<file path="src/sotl_pkg.sv">
// Shared types, constants and table helpers for the stochastic oblique tree lookup.
// Depends on nothing; the level module and the top level import it.
package sotl_pkg;

  localparam int TREE_ROWS_DEF       = 8;
  localparam int SIGMOID_ENTRIES_DEF = 256;
  // Widest path of child choices: the tree has at most nine rows.
  localparam int PATH_MAX_W          = 8;
  localparam longint unsigned Q30_ONE = 64'd1 << 30;

  // Action codes of an input word.
  localparam logic ACT_WRITE = 1'b0;
  localparam logic ACT_QUERY = 1'b1;

  // One word as it travels down the level pipeline.
  typedef struct packed {
    logic                     action;
    logic [7:0]               node;
    logic signed [23:0]       wx;
    logic signed [23:0]       wy;
    logic signed [23:0]       wb;
    logic [23:0]              colour;
    logic signed [15:0]       pos_x;
    logic signed [15:0]       pos_y;
    logic [63:0]              rnd;
    logic [PATH_MAX_W-1:0]    path;
  } item_t;

  // Power m of a Q30 value, each product rounded half up (elaboration only).
  function automatic longint unsigned pow_q(longint unsigned q, int m);
    longint unsigned acc;
    acc = Q30_ONE;
    for (int j = 0; j < m; j++) begin
      acc = (acc * q + (64'd1 << 29)) >> 30;
    end
    return acc;
  endfunction

endpackage

</file>
<file path="src/sotl_level.sv">
// One tree level: node plane store, plane evaluation, sigmoid lookup and decision.
// Depends on sotl_pkg; four register stages per level.
module sotl_level #(
  parameter int LEVEL           = 0,
  parameter int TREE_ROWS       = sotl_pkg::TREE_ROWS_DEF,
  parameter int SIGMOID_ENTRIES = sotl_pkg::SIGMOID_ENTRIES_DEF
) (
  input  logic            clk,
  input  logic            rst,
  input  logic            draw_mode,
  input  logic            in_valid,
  input  sotl_pkg::item_t in_item,
  output logic            out_valid,
  output sotl_pkg::item_t out_item
);
  import sotl_pkg::*;

  localparam int DEPTH = 1 << LEVEL;
  localparam int AW    = (LEVEL > 0) ? LEVEL : 1;
  localparam int BASE  = DEPTH - 1;
  localparam int LOGE  = $clog2(SIGMOID_ENTRIES);
  localparam int SHIFT = 30 - LOGE;

  // Taylor sum of exp(-8/E) in Q30 through the tenth-power term, truncating each term.
  localparam longint unsigned T1  = Q30_ONE * 8 / (SIGMOID_ENTRIES * 1);
  localparam longint unsigned T2  = T1 * 8 / (SIGMOID_ENTRIES * 2);
  localparam longint unsigned T3  = T2 * 8 / (SIGMOID_ENTRIES * 3);
  localparam longint unsigned T4  = T3 * 8 / (SIGMOID_ENTRIES * 4);
  localparam longint unsigned T5  = T4 * 8 / (SIGMOID_ENTRIES * 5);
  localparam longint unsigned T6  = T5 * 8 / (SIGMOID_ENTRIES * 6);
  localparam longint unsigned T7  = T6 * 8 / (SIGMOID_ENTRIES * 7);
  localparam longint unsigned T8  = T7 * 8 / (SIGMOID_ENTRIES * 8);
  localparam longint unsigned T9  = T8 * 8 / (SIGMOID_ENTRIES * 9);
  localparam longint unsigned T10 = T9 * 8 / (SIGMOID_ENTRIES * 10);
  localparam longint unsigned QE  = Q30_ONE - T1 + T2 - T3 + T4 - T5 + T6 - T7 + T8 - T9 + T10;

  // Constant sigmoid table; the bin count is taken to be a power of two.
  logic [7:0] sig_rom [SIGMOID_ENTRIES];
  for (genvar gi = 0; gi < SIGMOID_ENTRIES; gi++) begin : g_rom
    localparam int OFF = 2 * gi + 1 - SIGMOID_ENTRIES;
    localparam longint unsigned EV  = pow_q(QE, (OFF < 0) ? -OFF : OFF);
    localparam longint unsigned DEN = Q30_ONE + EV;
    localparam longint unsigned NUM = (OFF >= 0) ? (64'd512 << 30) : 64'd512 * EV;
    localparam longint unsigned PV  = (NUM + DEN) / (2 * DEN);
    assign sig_rom[gi] = (PV > 64'd255) ? 8'd255 : PV[7:0];
  end

  // Plane store of this level: weight x, weight y and bias in one word.
  logic [71:0] mem [DEPTH];
  logic [71:0] rd;
  logic [9:0]  wr_rel;
  logic        wr_hit;

  assign wr_rel = 10'(in_item.node) - 10'(BASE);
  assign wr_hit = in_valid && (in_item.action == ACT_WRITE) &&
                  (10'(in_item.node) >= 10'(BASE)) && (10'(in_item.node) < 10'(2 * DEPTH - 1));

  always_ff @(posedge clk) begin
    if (wr_hit) begin
      mem[wr_rel[AW-1:0]] <= {in_item.wx, in_item.wy, in_item.wb};
    end
    rd <= mem[in_item.path[AW-1:0]];
  end

  // Stage registers.
  logic                v1, v2, v3;
  item_t               it1, it2, it3;
  logic signed [39:0]  px2, py2;
  logic signed [37:0]  pb2;
  logic [LOGE-1:0]     idx3;

  logic signed [23:0]  rwx, rwy, rwb;
  logic signed [42:0]  zsum, zsh;
  logic [LOGE-1:0]     idx_next;
  logic [7:0]          prob, draw;
  logic                first;
  item_t               out_item_next;

  assign rwx = rd[71:48];
  assign rwy = rd[47:24];
  assign rwb = rd[23:0];

  // Plane sum with the table offset of eight, in 26 fractional bits.
  assign zsum = 43'(px2) + 43'(py2) + 43'(pb2) + (43'sd8 <<< 26);
  assign zsh  = zsum >>> SHIFT;

  always_comb begin
    if (zsum < 0) begin
      idx_next = '0;
    end else if (zsh > 43'(SIGMOID_ENTRIES - 1)) begin
      idx_next = LOGE'(SIGMOID_ENTRIES - 1);
    end else begin
      idx_next = zsh[LOGE-1:0];
    end
  end

  // Decision against this level's random byte.
  assign prob  = sig_rom[idx3];
  assign draw  = it3.rnd[8*LEVEL +: 8];
  assign first = draw_mode ? ((11'd512 + 11'(draw)) < (11'(prob) * 11'd5))
                           : (draw < prob);

  // A query appends its child choice to the path; other words pass unchanged.
  always_comb begin
    out_item_next = it3;
    if (it3.action == ACT_QUERY) begin
      out_item_next.path = {it3.path[PATH_MAX_W-2:0], ~first};
    end
  end

  always_ff @(posedge clk) begin
    if (rst) begin
      v1 <= 1'b0;
      v2 <= 1'b0;
      v3 <= 1'b0;
      out_valid <= 1'b0;
    end else begin
      v1 <= in_valid;
      v2 <= v1;
      v3 <= v2;
      out_valid <= v3;
    end
    it1  <= in_item;
    it2  <= it1;
    px2  <= rwx * it1.pos_x;
    py2  <= rwy * it1.pos_y;
    pb2  <= 38'(rwb) <<< 14;
    it3  <= it2;
    idx3 <= idx_next;
    out_item <= out_item_next;
  end

endmodule

</file>
<file path="config.mk">
export PLATFORM = sky130hd
export DESIGN_NAME = sotl_level
export DESIGN_NICKNAME = d
export VERILOG_FILES = /design/src/sotl_pkg.sv /design/src/sotl_level.sv
export SDC_FILE = /design/constraint.sdc
export NUM_CORES = 2
export LEC_CHECK = 0
export ABC_AREA = 1
export CORE_MARGIN = 1
export CORE_UTILIZATION = 65
export CTS_BUF_LIST = sky130_fd_sc_hd__clkbuf_8
export DETAILED_ROUTE_END_ITERATION = 8
export DONT_BUFFER_PORTS = 1
export PLACE_DENSITY = 0.81
export SETUP_SLACK_MARGIN = 0.4
export SLEW_MARGIN = 30
export SYNTH_ARGS = -nofsm -noshare
export SYNTH_HDL_FRONTEND = slang
export SYNTH_SLANG_ARGS = --single-unit
</file>
<file path="constraint.sdc">
create_clock -name clk -period 13.6 [get_ports clk]
set_input_delay 0.68 -clock clk [delete_from_list [all_inputs] [get_ports clk]]
set_output_delay 0.68 -clock clk [all_outputs]
set_load 0.005 [all_outputs]
</file>
-- Yosys cells after proc, flatten, opt, wreduce, memory -nomap -nowiden
Memories as Yosys holds them, arrays and structs flattened. A register that Yosys moved wholly into a read port is not among the register bits.
Cells that the tools add are included.
Widths: inputs -> output; s select.
- output and inout port bits: 210
- bits in registers: 952
- memory bits (writable): 72
- word-level logic and storage cells: 75
- memory bits (read-only): 2048
- input bits: 213
- memories: 2
- memory list (name ; depth ; bits a word ; rd ports ; clocked after memory_dff ; write ports ; RTL line ; RTL):
    (name not given) ; 256 ; 8 ; 1 ; 0 ; 0 ; sotl_level.sv:98 ; assign prob = sig_rom[idx3];
    mem ; 1 ; 72 ; 1 ; 1 ; 1 ; sotl_level.sv:49 ; logic [71:0] mem [DEPTH];
- add/sub/neg operators: 4
- bitwise operators: 3
- magnitude comparators: 6
- multipliers: 3
- muxes and demuxes: 7
- reduce and logical (&&, ||, !) cells: 2
- operators with widths (operator ; count):
    $mul 24x16->40 ; 2
    $add 42x31->43 const B ; 1
    $lt 43x1->1 const B ; 1
    $add 41x38->42 ; 1
    $add 40x40->41 ; 1
    $mux 8 ; 4
    $gt 21x9->1 const B ; 1
    $add 10x8->11 const A ; 1
    $lt 11x11->1 ; 1
    $mul 8x3->11 const B ; 1
    $ge 9x9->1 const B ; 1
    $not 8->9 ; 1
    $lt 8x1->1 const B ; 1
    $lt 8x8->1 ; 1
    $mux 1 ; 3
    $logic_and 1x1->1 ; 2
    $not 1->1 ; 2

-- Depth between registers and ports, before layout
- depth in word-level cells: 9
- mapped depth: 30
- depth with buffers taken out: 28

-- Worst setup path before layout
No wires, ideal clock.
- kind: reg-to-reg
- start: register rd[47], read port of mem
- end: register py2[39]
- clock period less this slack: 5.664 ns
- setup time: 0.072 ns
- arrival: 5.592 ns
- cell stages (with the launch flop): 22
- slack: 7.936 ns
- buffers on the path: 1
- data required time: 13.528 ns
- path through: dfxtp_1 -> clkbuf_1 -> nand2_1 -> fa_1 -> inv_1 -> fa_1 -> inv_1 -> fa_1 -> inv_1 -> fa_1 -> inv_1 -> fa_1 -> fa_1 -> inv_1 -> ha_1 -> inv_1 -> nor3_1 -> nand2_1 -> nor4_1 -> nand3_1 -> nand3_1 -> xor2_1
- word-level cells in the longest chain between the ends: 1
- ends and longest elaborated chain (element ; RTL line ; RTL):
    start: declaration ; sotl_level.sv:50 ; logic [71:0] rd;
    $mul 24x16->40 ; sotl_level.sv:126 ; py2 <= rwy * it1.pos_y;
    end signal: assignment ; sotl_level.sv:126 ;
    end: declaration ; sotl_level.sv:68 ; logic signed [39:0] px2, py2;
Every way passes these cells.
A chain may end at the register's enable or synchronous reset.

-- Worst setup path in the final report
- start: register it1[95] (netlist bit)
- end: register px2[38]
- word-level cells in the longest chain between the ends: 1
- ends and longest elaborated chain (element ; RTL line ; RTL):
    start: declaration ; sotl_level.sv:67 ; item_t it1, it2, it3;
    start signal: assignment ; sotl_level.sv:123 ; it1 <= in_item;
    $mul 24x16->40 ; sotl_level.sv:125 ; px2 <= rwx * it1.pos_x;
    end signal: assignment ; sotl_level.sv:125 ;
    end: declaration ; sotl_level.sv:68 ;
Every way passes these cells.

==> qor_table.md <==
| Stage | Metric | Value |
| --- | --- | --- |
| status | Result of the run | finished clean |
| routing | Final WL | 131900 um |
| die | Die height | 298.9 um |
| worst setup path | FF-to-FF path depth | 20 |
| placement | Total half-perimeter wirelength after legalization and detailed placement | 96990 um |
| synth | Area of the mapped netlist | 57290 um^2 |
| grt | Pin count of the biggest net entering global routing | 47 |
| timing | Max-slew headroom | 0.3763 |
| clock tree | Latest clock arrival within the worst-skew pair | 860 ps |
| synth | Dominant cell by count in the synthesized netlist | sky130_fd_sc_hd__inv_1 |
| timing | Unrepaired setup endpoints after global routing | no |
| final layout | Utilization after layout | 0.7329 |
| final layout | Count of nets after finishing | 7338 |
| routing | Via count | 38200 |
| synth | Sequential fraction of the synthesis area | 0.3956 |
| hold path | Worst hold-check path type | in2reg |
| timing | Slew at the pin closest to its max-slew limit | 934.2 ps |
| routing | Number of DRC violations after detailed routing | 0 |
| power | Power Density | 260.8 nW/um^2 |
| routing | Number of DRC markers after the initial detailed-route iteration | 2998 |
| power | Combinational Power Share | 0.605 |
| worst setup path | Element type at the critical path start | register |
| power | Part of the power in the clock network | 0.164 |
| synth | Seq cells post-synth | 1096 |
| die | Total core area | 87020 um^2 |
| grt | Total overflow reported by the global router | 0 |
| power | Switching Power | 7.858 mW |
| worst setup path | Maximum cell stage delay along the critical path | 930 ps |
| flow run | # Max-Cap Violations | 0 |
| worst setup path | Critical path fanouts, max | 25 |
| placement | Count of input and output buffers | 0 |
| hold path | Min-delay src | draw_mode |
| worst setup path | Worst setup path endpoint | px2[38] |
| clock tree | Maximum level of the CTS H-tree | 4 |
| timing | Final worst-path cycle share | 0.5178 |
| die | I/O pin count | 423 |
| grt | Initial antenna violation count | 3 |
| synth | Most frequent cells after synthesis | 1401 x sky130_fd_sc_hd__inv_1, 1202 x sky130_fd_sc_hd__nand2_1, 1024 x sky130_fd_sc_hd__dfxtp_1 |
| worst setup path | Critical Path, Cell by Cell | nand2_1 > inv_1 > fa_1 > fa_1 > inv_1 > fa_1 > inv_1 > fa_1 > inv_1 > fa_1 > inv_1 > fa_1 > ha_1 > nand2_1 > nor2_1 > inv_1 > nor3_1 > nand3_1 > nand3_1 > xor2_1 |
| final layout | Relative area change from synthesis to final layout | 11.33% |
| power | Static power due to leakage | 32.92 nW |
| power | Internal portion of total power | 8.778 mW |
| grt | Total track usage | 0.3083 |
| power | Peak VDD IR | 0.0002529 V |
| routing | Detailed-router iteration count before antenna repair | 6 |
| worst setup path | Start point of the critical path | it1[95] |
| die | Die X | 298.9 um |
| routing | Detailed-route wire length per cell | 18.01 um |
| synth | Post-Syn Nets | 7110 |
| power | Share of total power in sequential cells | 0.231 |
| die | Placement row count | 108 |
| synth | Library cell occupying the most area in the post-synthesis netlist | sky130_fd_sc_hd__dfxtp_1 |
| synth | Syn. warnings | 0 |
| timing | Final count of pins violating max slew | 0 |
| routing | Via density | 5.217 |
| timing | Fmax | 0.1420 GHz |
| worst setup path | Worst path slowest cell | sky130_fd_sc_hd__dfxtp_1 |
| worst setup path | Crit path kind | reg2reg |
| synth | Largest cells by area after synthesis | sky130_fd_sc_hd__dfxtp_1 36%, sky130_fd_sc_hd__fa_1 27%, sky130_fd_sc_hd__inv_1 9.2% |
| timing | Final-report hold violation count | 0 |
| final layout | Post-route cell area | 63780 um^2 |
| synth | Cell count after synthesis | 5801 |
| synth | Ys flop type | sky130_fd_sc_hd__dfxtp_1 |
| synth | Async set-or-reset flop fraction in the synthesized netlist | 0 |
| grt | Via count of the first global-routing pass | 41840 |
| synth | Distinct cell type count of the synthesized netlist | 54 |
| timing | Total Negative Setup Slacks | 0 ps |
| synth | EDFF count, synth | 72 |
| placement | Final weighted congestion in routability-driven placement | 0.9521 |
| worst setup path | Crit path arrival time | 7790 ps |
| clock tree | Root Buffer | sky130_fd_sc_hd__clkbuf_8 |
| final layout | Share of post-route cells with drive strength above 1 | 0.05032 |
| synth | Area share of the leading cell type in the synthesized netlist | 0.3578 |
| die | Die area | 89330 um^2 |
| worst setup path | Crit. End Element | register |
| placement | Post-detailed-placement cell area | 58250 um^2 |
| timing | Hold slack final | 84.67 ps |
| clock tree | CTS tree | yes |
| clock tree | Count of clock tree sinks | 1096 |
| clock tree | Clock-pin transition on the worst setup and hold timing paths | 60 ps |
| worst setup path | End of the worst register-to-register path | px2[38] |
| power | Switching Share | 0.4724 |
| timing | Max Clock Skew | 47.36 ps |
| worst setup path | Worst path required time | 14340 ps |
| timing | Minimum period implied by the final worst setup slack | 7042 ps |
| grt | Global-route wire length before repair | 214900 um |
| power | Total power | 16.64 mW |
| routing | Remaining antenna violation count after routing | 0 |
| synth | Syn_area_per_cell | 9.876 um^2 |
| clock tree | Number of buffers created by CTS | 159 |
| worst setup path | FF-to-FF setup slack | 6560 ps |
| clock tree | Maximum root-to-sink buffer count | 3 |
| timing | Finish-stage setup viols | 0 |
| worst setup path | Reg-to-reg startpoint | it1[95] |
| die | Initial core utilization | 0.6583 |
==> cell type report <==
class                   instances  area, um^2
diodes                          5       12.51
clock buffers                 193        2656
clock inverters               100       734.5
fillers                      5883       23240
inverters                    1406        5278
multi-input cells            3139       28740
flip-flops and latches       1096       22680
well taps                    1155        1445
repair buffers                227        2232
==> critical path: cells and delay by family, from the launching register on <==
family	cells	cell delay [ps]
adder cells (fa/ha/maj)	7	3420
XOR/XNOR	1	180
AND/OR/NAND/NOR	6	1810
buffers and inverters	6	580
flip-flops	1	930
==> placed cells by master (no fill, tap or decap), drive strengths merged, types with 20 or more instances in the layout <==
| master | n |
|---|---|
| inv | 1473 |
| nand2 | 1208 |
| dfxtp | 1024 |
| fa | 775 |
| ha | 321 |
| nor2 | 256 |
| dlygate4sd3 | 211 |
| clkbuf | 193 |
| a21oi | 159 |
| o21ai | 82 |
| nand3 | 76 |
| edfxtp | 72 |
| xor2 | 61 |
| xnor2 | 43 |
| clkinv | 26 |
| nand4 | 20 |
==> worst min path at each step <==
| stage | endpoint | slack (ps) | depth (start not counted) |
|---|---|---|---|
| detailed placement | out_item[133] | 310 | 0 |
| finish | out_item[0] | 80 | 4 |
| global placement | out_item[161] | 310 | 0 |
| floorplan | draw[0] | 310 | 0 |
| global route | out_item[0] | 50 | 4 |
| CTS | out_item[0] | 9 | 4 |
==> kinds of logic (layout without fill, tap and decap cells) <==
kind of cell	count (synthesis)	after routing	share of synthesized area
flops	1096	1096	0.3956
buf+inv	1566	1926	0.1029
compound gates	331	331	0.03374
xor+xnor	104	104	0.01603
simple gates	1608	1608	0.1109
fa+ha+maj	1096	1096	0.3409
other cells	0	5	0
==> flip-flops by register name, summed over array words and instances, names as in the netlist, 8 cells and up <==
register / cells
it1: 209
it2: 209
out_item: 209
it3: 201
mem: 72
rd: 72
px2: 40
py2: 40
pb2: 24
draw: 8
idx3: 8
==> metal layers <==
layer	GRT usage	up-vias	share of wire
met3	0.07786	401	0.089
li1	-	17440	-
met4	0.1379	0	0.040
met5	0	-	0
met2	0.5118	1790	0.49
met1	0.3811	18560	0.38
==> what timing repair did <==
item	in CTS	in global routing
gates resized for setup	0	0
hold buffers	211	0
hold endpoints to repair	285	0
buffers inserted	0	0
==> stage by stage <==
step,setup slack (ps),instances
2_1_floorplan,7936,5801
3_3_place_gp,6706,6812
3_5_place_dp,6628,6812
4_1_cts,6609,7316
5_1_grt,6340,7320
6_report,6558,7321
==> power by group through the flow <==
stage	sequential [mW]	clock (mW)	combinational [mW]
finish	3.84	2.72	10.1
global route	3.87	2.93	11.4
CTS	3.85	2.74	9.97
detailed placement	3.91	0	9.82
global placement	3.91	0	9.69
floorplan	3.78	0	7.45
Note: power is estimated with default switching activity, not from simulation.
